## src/sv/volume_and_linear_upsampler_assert.svh

```systemverilog
// ----------------------------------------------------------------------------
// Assertion macros for the volume and linear upsampler
// Implication checks, same cycle and next cycle, under synchronous reset.
// ----------------------------------------------------------------------------
`ifndef VOLUME_AND_LINEAR_UPSAMPLER_ASSERT_SVH
`define VOLUME_AND_LINEAR_UPSAMPLER_ASSERT_SVH

// ante must hold together with cons in the same cycle
`define VLU_ASSERT_IMPLY(label, clk, rst, ante, cons) \
   label: assert property (@(posedge clk) disable iff (rst) (ante) |-> (cons)) \
      else $error("vlu check failed: same-cycle implication");

// ante in one cycle must be followed by cons in the next
`define VLU_ASSERT_NEXT(label, clk, rst, ante, cons) \
   label: assert property (@(posedge clk) disable iff (rst) (ante) |=> (cons)) \
      else $error("vlu check failed: next-cycle implication");

`endif

```

## src/sv/vlu_pkg.sv

```systemverilog
// ----------------------------------------------------------------------------
// vlu_pkg
// Widths, register map, reset values and shared types of the upsampler.
// ----------------------------------------------------------------------------
package vlu_pkg;

   localparam int SAMPLE_W          = 16;
   localparam int GAIN_W            = 17;
   localparam int FACTOR_W          = 4;
   localparam int REM_W             = FACTOR_W;   // remainder stays below the factor
   localparam int CSR_ADDR_W        = 2;
   localparam int CSR_DATA_W        = GAIN_W;
   localparam int MAX_UP_FACTOR_DEF = 8;

   // register map
   localparam logic [CSR_ADDR_W-1:0] CSR_GAIN      = 2'd0;
   localparam logic [CSR_ADDR_W-1:0] CSR_MUTE      = 2'd1;
   localparam logic [CSR_ADDR_W-1:0] CSR_UP_FACTOR = 2'd2;

   localparam logic [GAIN_W-1:0]   GAIN_RESET     = 17'h10000;
   localparam logic [GAIN_W-1:0]   GAIN_ZERO_MAX  = 17'd65;     // gain*1000 <= 65536
   localparam logic [GAIN_W-1:0]   GAIN_UNITY_MIN = 17'd65471;  // gain*1000 >= 999*65536
   localparam logic [FACTOR_W-1:0] FACTOR_RESET   = 4'd1;
   localparam logic [FACTOR_W-1:0] FACTOR_MIN_INT = 4'd2;       // smallest interpolating factor

   typedef enum logic {
      ALU_DIV,   // one restoring-division step
      ALU_ACC    // quotient/remainder accumulate for the next phase
   } alu_op_type;

   typedef struct packed {
      alu_op_type            op;
      logic [FACTOR_W-1:0]   divisor;
      logic [REM_W-1:0]      rem;
      logic                  shift_bit;
      logic [REM_W-1:0]      acc_r;
      logic [REM_W-1:0]      rd;
      logic [SAMPLE_W-1:0]   acc_q;
      logic [SAMPLE_W-1:0]   qd;
   } alu_req_type;

   typedef struct packed {
      logic [REM_W-1:0]      rem;
      logic                  qbit;
      logic [SAMPLE_W-1:0]   acc_q;
   } alu_rsp_type;

endpackage

```

## src/sv/vlu_ifs.sv

```systemverilog
// ----------------------------------------------------------------------------
// vlu channel interfaces
// Valid/ready channels for input samples, output samples and register writes.
// ----------------------------------------------------------------------------
interface vlu_req_if;
   logic                                 valid;
   logic                                 ready;
   logic signed [vlu_pkg::SAMPLE_W-1:0]  sample_in;

   modport source (output valid, output sample_in, input ready);
   modport sink   (input valid, input sample_in, output ready);
endinterface

interface vlu_rsp_if;
   logic                                 valid;
   logic                                 ready;
   logic signed [vlu_pkg::SAMPLE_W-1:0]  sample_out;
   logic                                 last_of_run;

   modport source (output valid, output sample_out, output last_of_run, input ready);
   modport sink   (input valid, input sample_out, input last_of_run, output ready);
endinterface

interface vlu_csr_if;
   logic                                 valid;
   logic                                 ready;
   logic [vlu_pkg::CSR_ADDR_W-1:0]       addr;
   logic [vlu_pkg::CSR_DATA_W-1:0]       data;

   modport source (output valid, output addr, output data, input ready);
   modport sink   (input valid, input addr, input data, output ready);
endinterface

```

## src/sv/vlu_volume.sv

```systemverilog
// ----------------------------------------------------------------------------
// vlu_volume
// Two-stage software volume: magnitude multiply, then sign and mode select.
// ----------------------------------------------------------------------------
module vlu_volume (
   input  logic                                 clock,
   input  logic                                 reset,
   input  logic                                 start,
   input  logic signed [vlu_pkg::SAMPLE_W-1:0]  sample,
   input  logic [vlu_pkg::GAIN_W-1:0]           gain,
   input  logic                                 mute,
   output logic                                 done,
   output logic signed [vlu_pkg::SAMPLE_W-1:0]  result
);

   localparam int SW     = vlu_pkg::SAMPLE_W;
   localparam int PROD_W = vlu_pkg::SAMPLE_W + vlu_pkg::GAIN_W;
   localparam int FRAC_W = 16;

   typedef enum logic [1:0] {
      MODE_ZERO,
      MODE_UNITY,
      MODE_SCALE
   } mode_type;

   logic [SW-1:0]          mag;
   logic [PROD_W-1:0]      prod;
   mode_type               mode;

   logic                   p1_valid_ff;
   mode_type               p1_mode_ff;
   logic                   p1_neg_ff;
   logic [SW-1:0]          p1_mag_ff;
   logic signed [SW-1:0]   p1_sample_ff;
   logic                   done_ff;
   logic signed [SW-1:0]   result_ff;
   logic signed [SW-1:0]   result_in;

   // -32768 negates to 0x8000, which is the right unsigned magnitude
   assign mag  = sample[SW-1] ? SW'(-sample) : SW'(sample);
   assign prod = PROD_W'(mag) * PROD_W'(gain);

   always_comb begin
      if (mute || gain <= vlu_pkg::GAIN_ZERO_MAX) begin
         mode = MODE_ZERO;
      end else if (gain >= vlu_pkg::GAIN_UNITY_MIN) begin
         mode = MODE_UNITY;
      end else begin
         mode = MODE_SCALE;
      end
   end

   always_comb begin
      case (p1_mode_ff)
         MODE_ZERO:  result_in = '0;
         MODE_UNITY: result_in = p1_sample_ff;
         MODE_SCALE: result_in = p1_neg_ff ? $signed(SW'(-p1_mag_ff)) : $signed(p1_mag_ff);
         default:    result_in = '0;
      endcase
   end

   always_ff @(posedge clock) begin
      if (reset) begin
         p1_valid_ff <= 1'b0;
         done_ff     <= 1'b0;
      end else begin
         p1_valid_ff <= start;
         done_ff     <= p1_valid_ff;
      end
   end

   always_ff @(posedge clock) begin
      p1_mode_ff   <= mode;
      p1_neg_ff    <= sample[SW-1];
      p1_mag_ff    <= prod[FRAC_W+SW-1:FRAC_W];  // below 32768 for scaling gains
      p1_sample_ff <= sample;
      result_ff    <= result_in;
   end

   assign done   = done_ff;
   assign result = result_ff;

endmodule

```

## src/sv/vlu_alu.sv

```systemverilog
// ----------------------------------------------------------------------------
// vlu_alu
// Shared compare/subtract unit: division steps and phase accumulation.
// ----------------------------------------------------------------------------
module vlu_alu (
   input  vlu_pkg::alu_req_type  req,
   output vlu_pkg::alu_rsp_type  rsp
);

   localparam int RW = vlu_pkg::REM_W;

   logic [RW:0]  x;
   logic [RW:0]  x_sub;
   logic         ge;

   always_comb begin
      case (req.op)
         vlu_pkg::ALU_DIV: x = {req.rem, req.shift_bit};
         vlu_pkg::ALU_ACC: x = {1'b0, req.acc_r} + {1'b0, req.rd};
         default:          x = '0;
      endcase
   end

   assign ge    = (x >= {1'b0, req.divisor});
   assign x_sub = x - {1'b0, req.divisor};

   always_comb begin
      rsp.rem   = ge ? x_sub[RW-1:0] : x[RW-1:0];
      rsp.qbit  = ge;
      rsp.acc_q = req.acc_q + req.qd + vlu_pkg::SAMPLE_W'(ge);
   end

endmodule

```

## src/sv/volume_and_linear_upsampler.sv

```systemverilog
// Flow: a new input sample is taken only after the last output beat of the previous
//   run is taken; a run passes the volume pipe, then, for factor F >= 2, the 16-step
//   divider and the emit loop (EMIT_ST, OUT_ST, STEP_ST) around the shared
//   compare/subtract unit.
// Reset: synchronous, active high; gain = unity, mute off, factor 1,
//   previous sample zero, idle and ready.
// ----------------------------------------------------------------------------
// volume_and_linear_upsampler
// Software volume followed by integer-factor linear interpolation.
// ----------------------------------------------------------------------------
module volume_and_linear_upsampler #(
   parameter int MAX_UP_FACTOR = vlu_pkg::MAX_UP_FACTOR_DEF
) (
   input  logic               clock,
   input  logic               reset,
   vlu_req_if.sink            req_ch,
   vlu_rsp_if.source          rsp_ch,
   vlu_csr_if.sink            csr_ch
);

`include "volume_and_linear_upsampler_assert.svh"

   localparam int SW    = vlu_pkg::SAMPLE_W;
   localparam int FW    = vlu_pkg::FACTOR_W;
   localparam int RW    = vlu_pkg::REM_W;
   localparam int CNT_W = $clog2(SW);

   typedef enum logic [2:0] {
      IDLE_ST,   // ready for a sample beat
      VOL_ST,    // wait on the volume pipe, form the difference
      DIV_ST,    // |diff| / factor, one quotient bit per cycle
      EMIT_ST,   // build prev +/- quotient into the output register
      OUT_ST,    // hold the output beat until taken
      STEP_ST    // advance phase k through the shared unit
   } state_type;

   // ---------------------------------------------------------------- config
   logic [vlu_pkg::GAIN_W-1:0]  gain_ff;
   logic                        mute_ff;
   logic [FW-1:0]               factor_ff;
   logic                        factor_ok;

   assign csr_ch.ready = 1'b1;

   always_ff @(posedge clock) begin
      if (reset) begin
         gain_ff   <= vlu_pkg::GAIN_RESET;
         mute_ff   <= 1'b0;
         factor_ff <= vlu_pkg::FACTOR_RESET;
      end else if (csr_ch.valid) begin
         case (csr_ch.addr)
            vlu_pkg::CSR_GAIN:      gain_ff   <= csr_ch.data;
            vlu_pkg::CSR_MUTE:      mute_ff   <= csr_ch.data[0];
            vlu_pkg::CSR_UP_FACTOR: factor_ff <= csr_ch.data[FW-1:0];
            default:                ;  // unmapped writes dropped
         endcase
      end
   end

   // out-of-range factors fall back to passthrough
   assign factor_ok = (factor_ff >= vlu_pkg::FACTOR_MIN_INT) &&
                      (int'(factor_ff) <= MAX_UP_FACTOR);

   // ---------------------------------------------------------------- volume
   logic                  req_fire;
   logic                  vol_done;
   logic signed [SW-1:0]  vol_result;

   assign req_fire = req_ch.valid && req_ch.ready;

   vlu_volume u_volume (
      .clock  (clock),
      .reset  (reset),
      .start  (req_fire),
      .sample (req_ch.sample_in),
      .gain   (gain_ff),
      .mute   (mute_ff),
      .done   (vol_done),
      .result (vol_result)
   );

   // ---------------------------------------------------------------- control
   state_type             state_ff, state_in;
   logic                  rsp_valid_ff, rsp_valid_in;
   logic [SW-1:0]         out_ff, out_in;
   logic                  last_ff, last_in;
   logic [SW-1:0]         prev_ff, prev_in;

   // datapath registers
   logic [SW-1:0]         cur_ff, cur_in;
   logic                  neg_ff, neg_in;
   logic                  pass_ff, pass_in;
   logic [SW-1:0]         div_ff, div_in;      // dividend shifting out, quotient in
   logic [RW-1:0]         rem_ff, rem_in;
   logic [CNT_W-1:0]      cnt_ff, cnt_in;
   logic [FW-1:0]         k_ff, k_in;
   logic [SW-1:0]         acc_q_ff, acc_q_in;
   logic [RW-1:0]         acc_r_ff, acc_r_in;

   logic [SW:0]           diff;
   logic [SW-1:0]         diff_mag;
   logic [SW:0]           interp;
   logic                  is_last_phase;
   logic                  rsp_fire;

   vlu_pkg::alu_req_type  alu_req;
   vlu_pkg::alu_rsp_type  alu_rsp;

   vlu_alu u_alu (
      .req (alu_req),
      .rsp (alu_rsp)
   );

   assign rsp_fire      = rsp_ch.valid && rsp_ch.ready;
   assign diff          = {vol_result[SW-1], vol_result} - {prev_ff[SW-1], prev_ff};
   assign diff_mag      = diff[SW] ? SW'(-diff) : diff[SW-1:0];
   // truncation toward zero: apply the sign of the difference to |diff|*k/F
   assign interp        = {prev_ff[SW-1], prev_ff} +
                          (neg_ff ? (SW+1)'(-{1'b0, acc_q_ff}) : {1'b0, acc_q_ff});
   assign is_last_phase = (k_ff == factor_ff - FW'(1));

   always_comb begin
      alu_req.divisor   = factor_ff;
      alu_req.rem       = rem_ff;
      alu_req.shift_bit = div_ff[SW-1];
      alu_req.acc_r     = acc_r_ff;
      alu_req.rd        = rem_ff;     // remainder of |diff|/F after division
      alu_req.acc_q     = acc_q_ff;
      alu_req.qd        = div_ff;     // quotient of |diff|/F after division
      alu_req.op        = (state_ff == DIV_ST) ? vlu_pkg::ALU_DIV : vlu_pkg::ALU_ACC;
   end

   always_comb begin
      state_in     = state_ff;
      rsp_valid_in = rsp_valid_ff;
      out_in       = out_ff;
      last_in      = last_ff;
      prev_in      = prev_ff;
      cur_in       = cur_ff;
      neg_in       = neg_ff;
      pass_in      = pass_ff;
      div_in       = div_ff;
      rem_in       = rem_ff;
      cnt_in       = cnt_ff;
      k_in         = k_ff;
      acc_q_in     = acc_q_ff;
      acc_r_in     = acc_r_ff;

      case (state_ff)
         IDLE_ST: begin
            if (req_fire) begin
               state_in = VOL_ST;
            end
         end
         VOL_ST: begin
            if (vol_done) begin
               cur_in  = vol_result;
               neg_in  = diff[SW];
               pass_in = !factor_ok;
               if (!factor_ok) begin
                  out_in       = vol_result;
                  last_in      = 1'b1;
                  rsp_valid_in = 1'b1;
                  state_in     = OUT_ST;
               end else begin
                  div_in   = diff_mag;
                  rem_in   = '0;
                  cnt_in   = '0;
                  state_in = DIV_ST;
               end
            end
         end
         DIV_ST: begin
            div_in = {div_ff[SW-2:0], alu_rsp.qbit};
            rem_in = alu_rsp.rem;
            cnt_in = cnt_ff + CNT_W'(1);
            if (cnt_ff == CNT_W'(SW - 1)) begin
               k_in     = '0;
               acc_q_in = '0;
               acc_r_in = '0;
               state_in = EMIT_ST;
            end
         end
         EMIT_ST: begin
            out_in       = interp[SW-1:0];
            last_in      = is_last_phase;
            rsp_valid_in = 1'b1;
            state_in     = OUT_ST;
         end
         OUT_ST: begin
            if (rsp_fire) begin
               rsp_valid_in = 1'b0;
               if (last_ff) begin
                  if (!pass_ff) begin
                     prev_in = cur_ff;
                  end
                  state_in = IDLE_ST;
               end else begin
                  state_in = STEP_ST;
               end
            end
         end
         STEP_ST: begin
            acc_q_in = alu_rsp.acc_q;
            acc_r_in = alu_rsp.rem;
            k_in     = k_ff + FW'(1);
            state_in = EMIT_ST;
         end
         default: begin
            state_in = IDLE_ST;
         end
      endcase
   end

   always_ff @(posedge clock) begin
      if (reset) begin
         state_ff     <= IDLE_ST;
         rsp_valid_ff <= 1'b0;
         prev_ff      <= '0;
      end else begin
         state_ff     <= state_in;
         rsp_valid_ff <= rsp_valid_in;
         prev_ff      <= prev_in;
      end
      out_ff  <= out_in;
      last_ff <= last_in;
   end

   always_ff @(posedge clock) begin
      cur_ff   <= cur_in;
      neg_ff   <= neg_in;
      pass_ff  <= pass_in;
      div_ff   <= div_in;
      rem_ff   <= rem_in;
      cnt_ff   <= cnt_in;
      k_ff     <= k_in;
      acc_q_ff <= acc_q_in;
      acc_r_ff <= acc_r_in;
   end

   assign req_ch.ready       = (state_ff == IDLE_ST);
   assign rsp_ch.valid       = rsp_valid_ff;
   assign rsp_ch.sample_out  = $signed(out_ff);
   assign rsp_ch.last_of_run = last_ff;

   // ---------------------------------------------------------------- checks
   // no new sample while an output beat is pending
   `VLU_ASSERT_IMPLY(a_busy_while_out, clock, reset, rsp_ch.valid, !req_ch.ready)
   // the final beat of a run frees the input side right away
   `VLU_ASSERT_NEXT(a_ready_after_last, clock, reset, rsp_fire && rsp_ch.last_of_run,
                    req_ch.ready)
   // phase remainder always below the factor
   `VLU_ASSERT_IMPLY(a_rem_bound, clock, reset, state_ff == EMIT_ST, acc_r_ff < factor_ff)
   // passthrough runs are a single beat
   `VLU_ASSERT_IMPLY(a_pass_single, clock, reset, rsp_ch.valid && pass_ff,
                     rsp_ch.last_of_run)

endmodule

```

## src/flat_wrapper.sv

```systemverilog
// flat-port wrapper written by rule: the top's interface ports become plain ports
module volume_and_linear_upsampler_flat 
#(
   parameter int MAX_UP_FACTOR = vlu_pkg::MAX_UP_FACTOR_DEF
)
  (clock, reset, req_ch_valid, req_ch_sample_in, req_ch_ready, rsp_ch_valid, rsp_ch_sample_out, rsp_ch_last_of_run, rsp_ch_ready, csr_ch_valid, csr_ch_addr, csr_ch_data, csr_ch_ready);
  vlu_req_if req_ch_i ();
  vlu_rsp_if rsp_ch_i ();
  vlu_csr_if csr_ch_i ();
  input  logic clock;
  input  logic reset;
  input wire logic [$bits(req_ch_i.valid)-1:0] req_ch_valid;
  input wire logic [$bits(req_ch_i.sample_in)-1:0] req_ch_sample_in;
  output wire logic [$bits(req_ch_i.ready)-1:0] req_ch_ready;
  output wire logic [$bits(rsp_ch_i.valid)-1:0] rsp_ch_valid;
  output wire logic [$bits(rsp_ch_i.sample_out)-1:0] rsp_ch_sample_out;
  output wire logic [$bits(rsp_ch_i.last_of_run)-1:0] rsp_ch_last_of_run;
  input wire logic [$bits(rsp_ch_i.ready)-1:0] rsp_ch_ready;
  input wire logic [$bits(csr_ch_i.valid)-1:0] csr_ch_valid;
  input wire logic [$bits(csr_ch_i.addr)-1:0] csr_ch_addr;
  input wire logic [$bits(csr_ch_i.data)-1:0] csr_ch_data;
  output wire logic [$bits(csr_ch_i.ready)-1:0] csr_ch_ready;
  assign req_ch_i.valid = req_ch_valid;
  assign req_ch_i.sample_in = req_ch_sample_in;
  assign req_ch_ready = req_ch_i.ready;
  assign rsp_ch_valid = rsp_ch_i.valid;
  assign rsp_ch_sample_out = rsp_ch_i.sample_out;
  assign rsp_ch_last_of_run = rsp_ch_i.last_of_run;
  assign rsp_ch_i.ready = rsp_ch_ready;
  assign csr_ch_i.valid = csr_ch_valid;
  assign csr_ch_i.addr = csr_ch_addr;
  assign csr_ch_i.data = csr_ch_data;
  assign csr_ch_ready = csr_ch_i.ready;
  volume_and_linear_upsampler #(.MAX_UP_FACTOR(MAX_UP_FACTOR)) u_core (.clock(clock), .reset(reset), .req_ch(req_ch_i), .rsp_ch(rsp_ch_i), .csr_ch(csr_ch_i));
endmodule
```

## config.mk

```make
export PLATFORM = sky130hd
export DESIGN_NAME = volume_and_linear_upsampler_flat
export DESIGN_NICKNAME = d
export VERILOG_FILES = /design/src/sv/vlu_pkg.sv /design/src/sv/vlu_ifs.sv /design/src/sv/vlu_volume.sv /design/src/sv/vlu_alu.sv /design/src/sv/volume_and_linear_upsampler.sv /design/src/flat_wrapper.sv
export VERILOG_INCLUDE_DIRS = /design/src /design/src/sv
export SDC_FILE = /design/constraint.sdc
export NUM_CORES = 1
export LEC_CHECK = 0
export BUFFER_PORTS_ARGS = -buffer_cell sky130_fd_sc_hd__buf_2
export CORE_AREA = 4 4 219 221
export DETAILED_ROUTE_END_ITERATION = 7
export DIE_AREA = 0 0 223 225
export PLACE_DENSITY = 0.64
export SKIP_LAST_GASP = 1
export SYNTH_ARGS = -nofsm -noshare
export SYNTH_HDL_FRONTEND = slang
export SYNTH_SLANG_ARGS = --single-unit
```

## constraint.sdc

```tcl
create_clock -name clock -period 9 [get_ports clock]
set_input_delay 1.35 -clock clock [delete_from_list [all_inputs] [get_ports clock]]
set_output_delay 1.35 -clock clock [all_outputs]
set_load 0.05 [all_outputs]
```

==> metrics.txt <==
run status=completed; share of the synthesized area in the top cell type=0.233; Syn Nets=2399; CTS sink cnt=177; global placer's final weighted congestion=0.888; row count=79; total clock buffers created by CTS=17; top post-synthesis cells by area=sky130_fd_sc_hd__fa_1, sky130_fd_sc_hd__edfxtp_1, sky130_fd_sc_hd__ha_1; CP required=9.37 ns; leakage component of the power=8.86 nW; Post-CTS Hold Buffers=0; Max clock buf depth=2; number of max-cap violations=0; area of the core region=0.0462 sq mm; iteration-0 DRC count of the detailed router=811; clock latency on the worst-skew pair=0.47 ns; setup repair after global routing missed its margin=no; power density over the cells=156 mW/mm^2; final number of hold-violating endpoints=0; DP Area=0.0192 sq mm; worst slew pin tran=1.12 ns; Worst IR Drop VDD=0.114 mV; share of post-route cells with drive strength above 1=0.0764; Synth Warn #=0; total die area=0.0502 sq mm; library cell with the largest summed area after synthesis=sky130_fd_sc_hd__fa_1; number of primary I/O pins=60; Placed Cells incl. Taps=2603; Port Buffer Count=58; Post-Syn Area=0.0182 sq mm; die width=223 um; initial antenna violation count=3; height of the die=225 um; highest achievable clock rate=121 MHz; clock tree from TritonCTS=built; post-synthesis cell type count=81; number of detailed-routing iterations run before antenna repair=5; sequential-to-total area share from yosys stat=0.241; Root Driver=sky130_fd_sc_hd__clkbuf_16; Post-synth top flop=sky130_fd_sc_hd__dfxtp_1; final clock skew=0.0169 ns; setup TNS=0 ns; largest net degree at the start of global routing=45; most instantiated library cell after synthesis=sky130_fd_sc_hd__inv_1; kind of capture point of the worst setup path=register; post-layout net count=2428; H-Tree Level Count=4; vias in the first global route=14340; Post-CTS Setup Inserts=0; number of remaining DRC errors=0; post-route antenna net violation count=0; post-route clock period utilization=0.919; final instance count without filler cells=2636; total global-route track usage=0.189; power consumption=3.08 mW; critical path launch point type=input pin; Tmin final=8.27 ns; Clock Pin Slew Worst Setup and Hold Paths=0.07 ns; Avg WL per Cell=17.4 um; fill cell instance count of the final layout=4492; mean number of vias per cell=5.17; synth cell count leaders=sky130_fd_sc_hd__inv_1, sky130_fd_sc_hd__nand2_1, sky130_fd_sc_hd__fa_1; total count of max-transition violations in the final report=0; vias post-DR=13631; number of synthesized flops with an enable pin=83; type of the setup path with the least slack=input pin to register; CP max FO=8; sum of net half-perimeters after detailed placement=35900 um; initial core utilization=0.394; type of the most critical hold path=register to register; summed area of non-filler cells in the final layout=0.0198 sq mm; Synth Register Bits=177; global-route wire length before repair=75500 um; Slew Limit Headroom=0.247; Setup Viol. Count Final=0; Resize count post-CTS=0; area added between synthesis and finish=8.75%; mean cell area of the mapped netlist=9.16 sq um; worst slack on hold paths=0.436 ns; Crit path arrival time=8.63 ns; number of instances in the synthesized netlist=1986; share of async-settable or async-resettable flops after synthesis=0; global-route congestion overflow total=0; wire length after detailed routing=45900 um
==> power breakdown <==
| part | total (mW) | internal (mW) | switching, mW |
|---|---|---|---|
| Sequential | 1.06 | 0.966 | 0.0975 |
| Combinational | 1.26 | 0.503 | 0.753 |
| Clock | 0.760 | 0.397 | 0.363 |
| Total | 3.08 | 1.87 | 1.21 |
==> critical path, cell delays in order <==
cell and delay, ns:
sky130_fd_sc_hd__buf_2 0.14, sky130_fd_sc_hd__or4_1 0.56, sky130_fd_sc_hd__o31ai_1 0.35, sky130_fd_sc_hd__xnor2_1 0.40, sky130_fd_sc_hd__nand2_1 0.18, sky130_fd_sc_hd__fa_1 0.57
sky130_fd_sc_hd__inv_1 0.05, sky130_fd_sc_hd__fa_1 0.49, sky130_fd_sc_hd__inv_1 0.05, sky130_fd_sc_hd__fa_1 0.48, sky130_fd_sc_hd__inv_1 0.07, sky130_fd_sc_hd__fa_1 0.51
sky130_fd_sc_hd__fa_1 0.54, sky130_fd_sc_hd__inv_1 0.05, sky130_fd_sc_hd__fa_1 0.53, sky130_fd_sc_hd__inv_1 0.04, sky130_fd_sc_hd__ha_1 0.29, sky130_fd_sc_hd__and4_1 0.20
sky130_fd_sc_hd__nand2_1 0.08, sky130_fd_sc_hd__o31ai_1 0.57, sky130_fd_sc_hd__o211ai_1 0.27, sky130_fd_sc_hd__a31oi_1 0.26, sky130_fd_sc_hd__o21ai_0 0.18, sky130_fd_sc_hd__nor2b_1 0.19
sky130_fd_sc_hd__o311ai_1 0.23
==> cell usage in the layout, fill, tap and decap left out, types with 5 or more instances in the layout <==
master                        n
sky130_fd_sc_hd__a211oi_1     7
sky130_fd_sc_hd__a21o_1      24
sky130_fd_sc_hd__a21oi_1     80
sky130_fd_sc_hd__a22oi_1     17
sky130_fd_sc_hd__a31oi_1      9
sky130_fd_sc_hd__and2_1     108
sky130_fd_sc_hd__and3_1      13
sky130_fd_sc_hd__buf_2       58
sky130_fd_sc_hd__buf_4       32
sky130_fd_sc_hd__clkbuf_16   18
sky130_fd_sc_hd__dfxtp_1     94
sky130_fd_sc_hd__edfxtp_1    83
sky130_fd_sc_hd__fa_1       212
sky130_fd_sc_hd__ha_1       161
sky130_fd_sc_hd__inv_1      291
sky130_fd_sc_hd__inv_6        5
sky130_fd_sc_hd__mux2i_1     25
sky130_fd_sc_hd__nand2_1    288
sky130_fd_sc_hd__nand2b_1     9
sky130_fd_sc_hd__nand3_1     18
sky130_fd_sc_hd__nand4_1     10
sky130_fd_sc_hd__nor2_1     118
sky130_fd_sc_hd__nor2b_1     11
sky130_fd_sc_hd__nor3_1      22
sky130_fd_sc_hd__nor4_1       5
sky130_fd_sc_hd__o211ai_1     7
sky130_fd_sc_hd__o21a_1       9
sky130_fd_sc_hd__o21ai_0     59
sky130_fd_sc_hd__o21bai_1     7
sky130_fd_sc_hd__o31ai_1     15
sky130_fd_sc_hd__or3_1        6
sky130_fd_sc_hd__or4_1        5
sky130_fd_sc_hd__xnor2_1     82
sky130_fd_sc_hd__xor2_1      35
==> cell families after synthesis <==
| group | share of synthesized area |
|---|---|
| other cells | 0.000206 |
| mux | 0.0158 |
| simple gates | 0.167 |
| fa+ha+maj | 0.344 |
| buf+inv | 0.0774 |
| xor+xnor | 0.0572 |
| compound gates | 0.0981 |
| flops | 0.241 |
==> worst paths after layout <==
path	to	startpoint	slack, ns	depth (start not counted)
max	u_core.u_volume.p1_mag_ff[14]	req_ch_sample_in[4]	0.73	25
min	u_core.u_volume.done	u_core.u_volume.p1_valid_ff	0.44	1
max reg2reg	u_core.u_volume.p1_mag_ff[14]	u_core.gain_ff[9]	2.00	21
min reg2reg	u_core.u_volume.done	u_core.u_volume.p1_valid_ff	0.44	1
==> metal layers <==
layer  wire length [um]  track usage  up-vias
met1              19700        0.241     6669
met3               2540       0.0337       89
met4               1670       0.0744        0
met5                  0            0        -
li1                   -            -     6479
met2              22000        0.322      394
==> cell type report <==
cell class / instances / area [sq um] / share of cell area
Antenna cell: 1 / 2.50 / 0.000127
Clock buffer: 21 / 482 / 0.0244
Clock inverter: 11 / 113 / 0.00569
Inverter: 291 / 1090 / 0.0552
Multi-Input combinational cell: 1438 / 12400 / 0.628
Sequential cell: 177 / 4370 / 0.221
Tap cell: 607 / 759 / 0.0384
Timing Repair Buffer: 90 / 531 / 0.0268
==> flip-flops by register name, summed over array words and instances, names as in the netlist, 2 cells and up <==
register and cells:
u_core.u_volume.p1_mag_ff 16, u_core.acc_r_ff 4, u_core.gain_ff 17, u_core.u_volume.p1_sample_ff 15, u_core.u_volume.p1_mode_ff 2, u_core.acc_q_ff 16
u_core.cur_ff 16, u_core.u_volume.result 16, u_core.rsp_ch.sample_out 16, u_core.prev_ff 16, u_core.state_ff 3, u_core.div_ff 16
u_core.k_ff 4, u_core.rem_ff 4, u_core.cnt_ff 4, u_core.factor_ff 4
==> per-stage QoR <==
step,setup slack [ns],utilization
6_report,0.733,0.428
5_1_grt,0.260,0.428
4_1_cts,0.747,0.428
3_5_place_dp,0.252,0.415
3_3_place_gp,0.409,0.415
2_1_floorplan,0.941,-
Note: power is estimated with default switching activity, not from simulation.
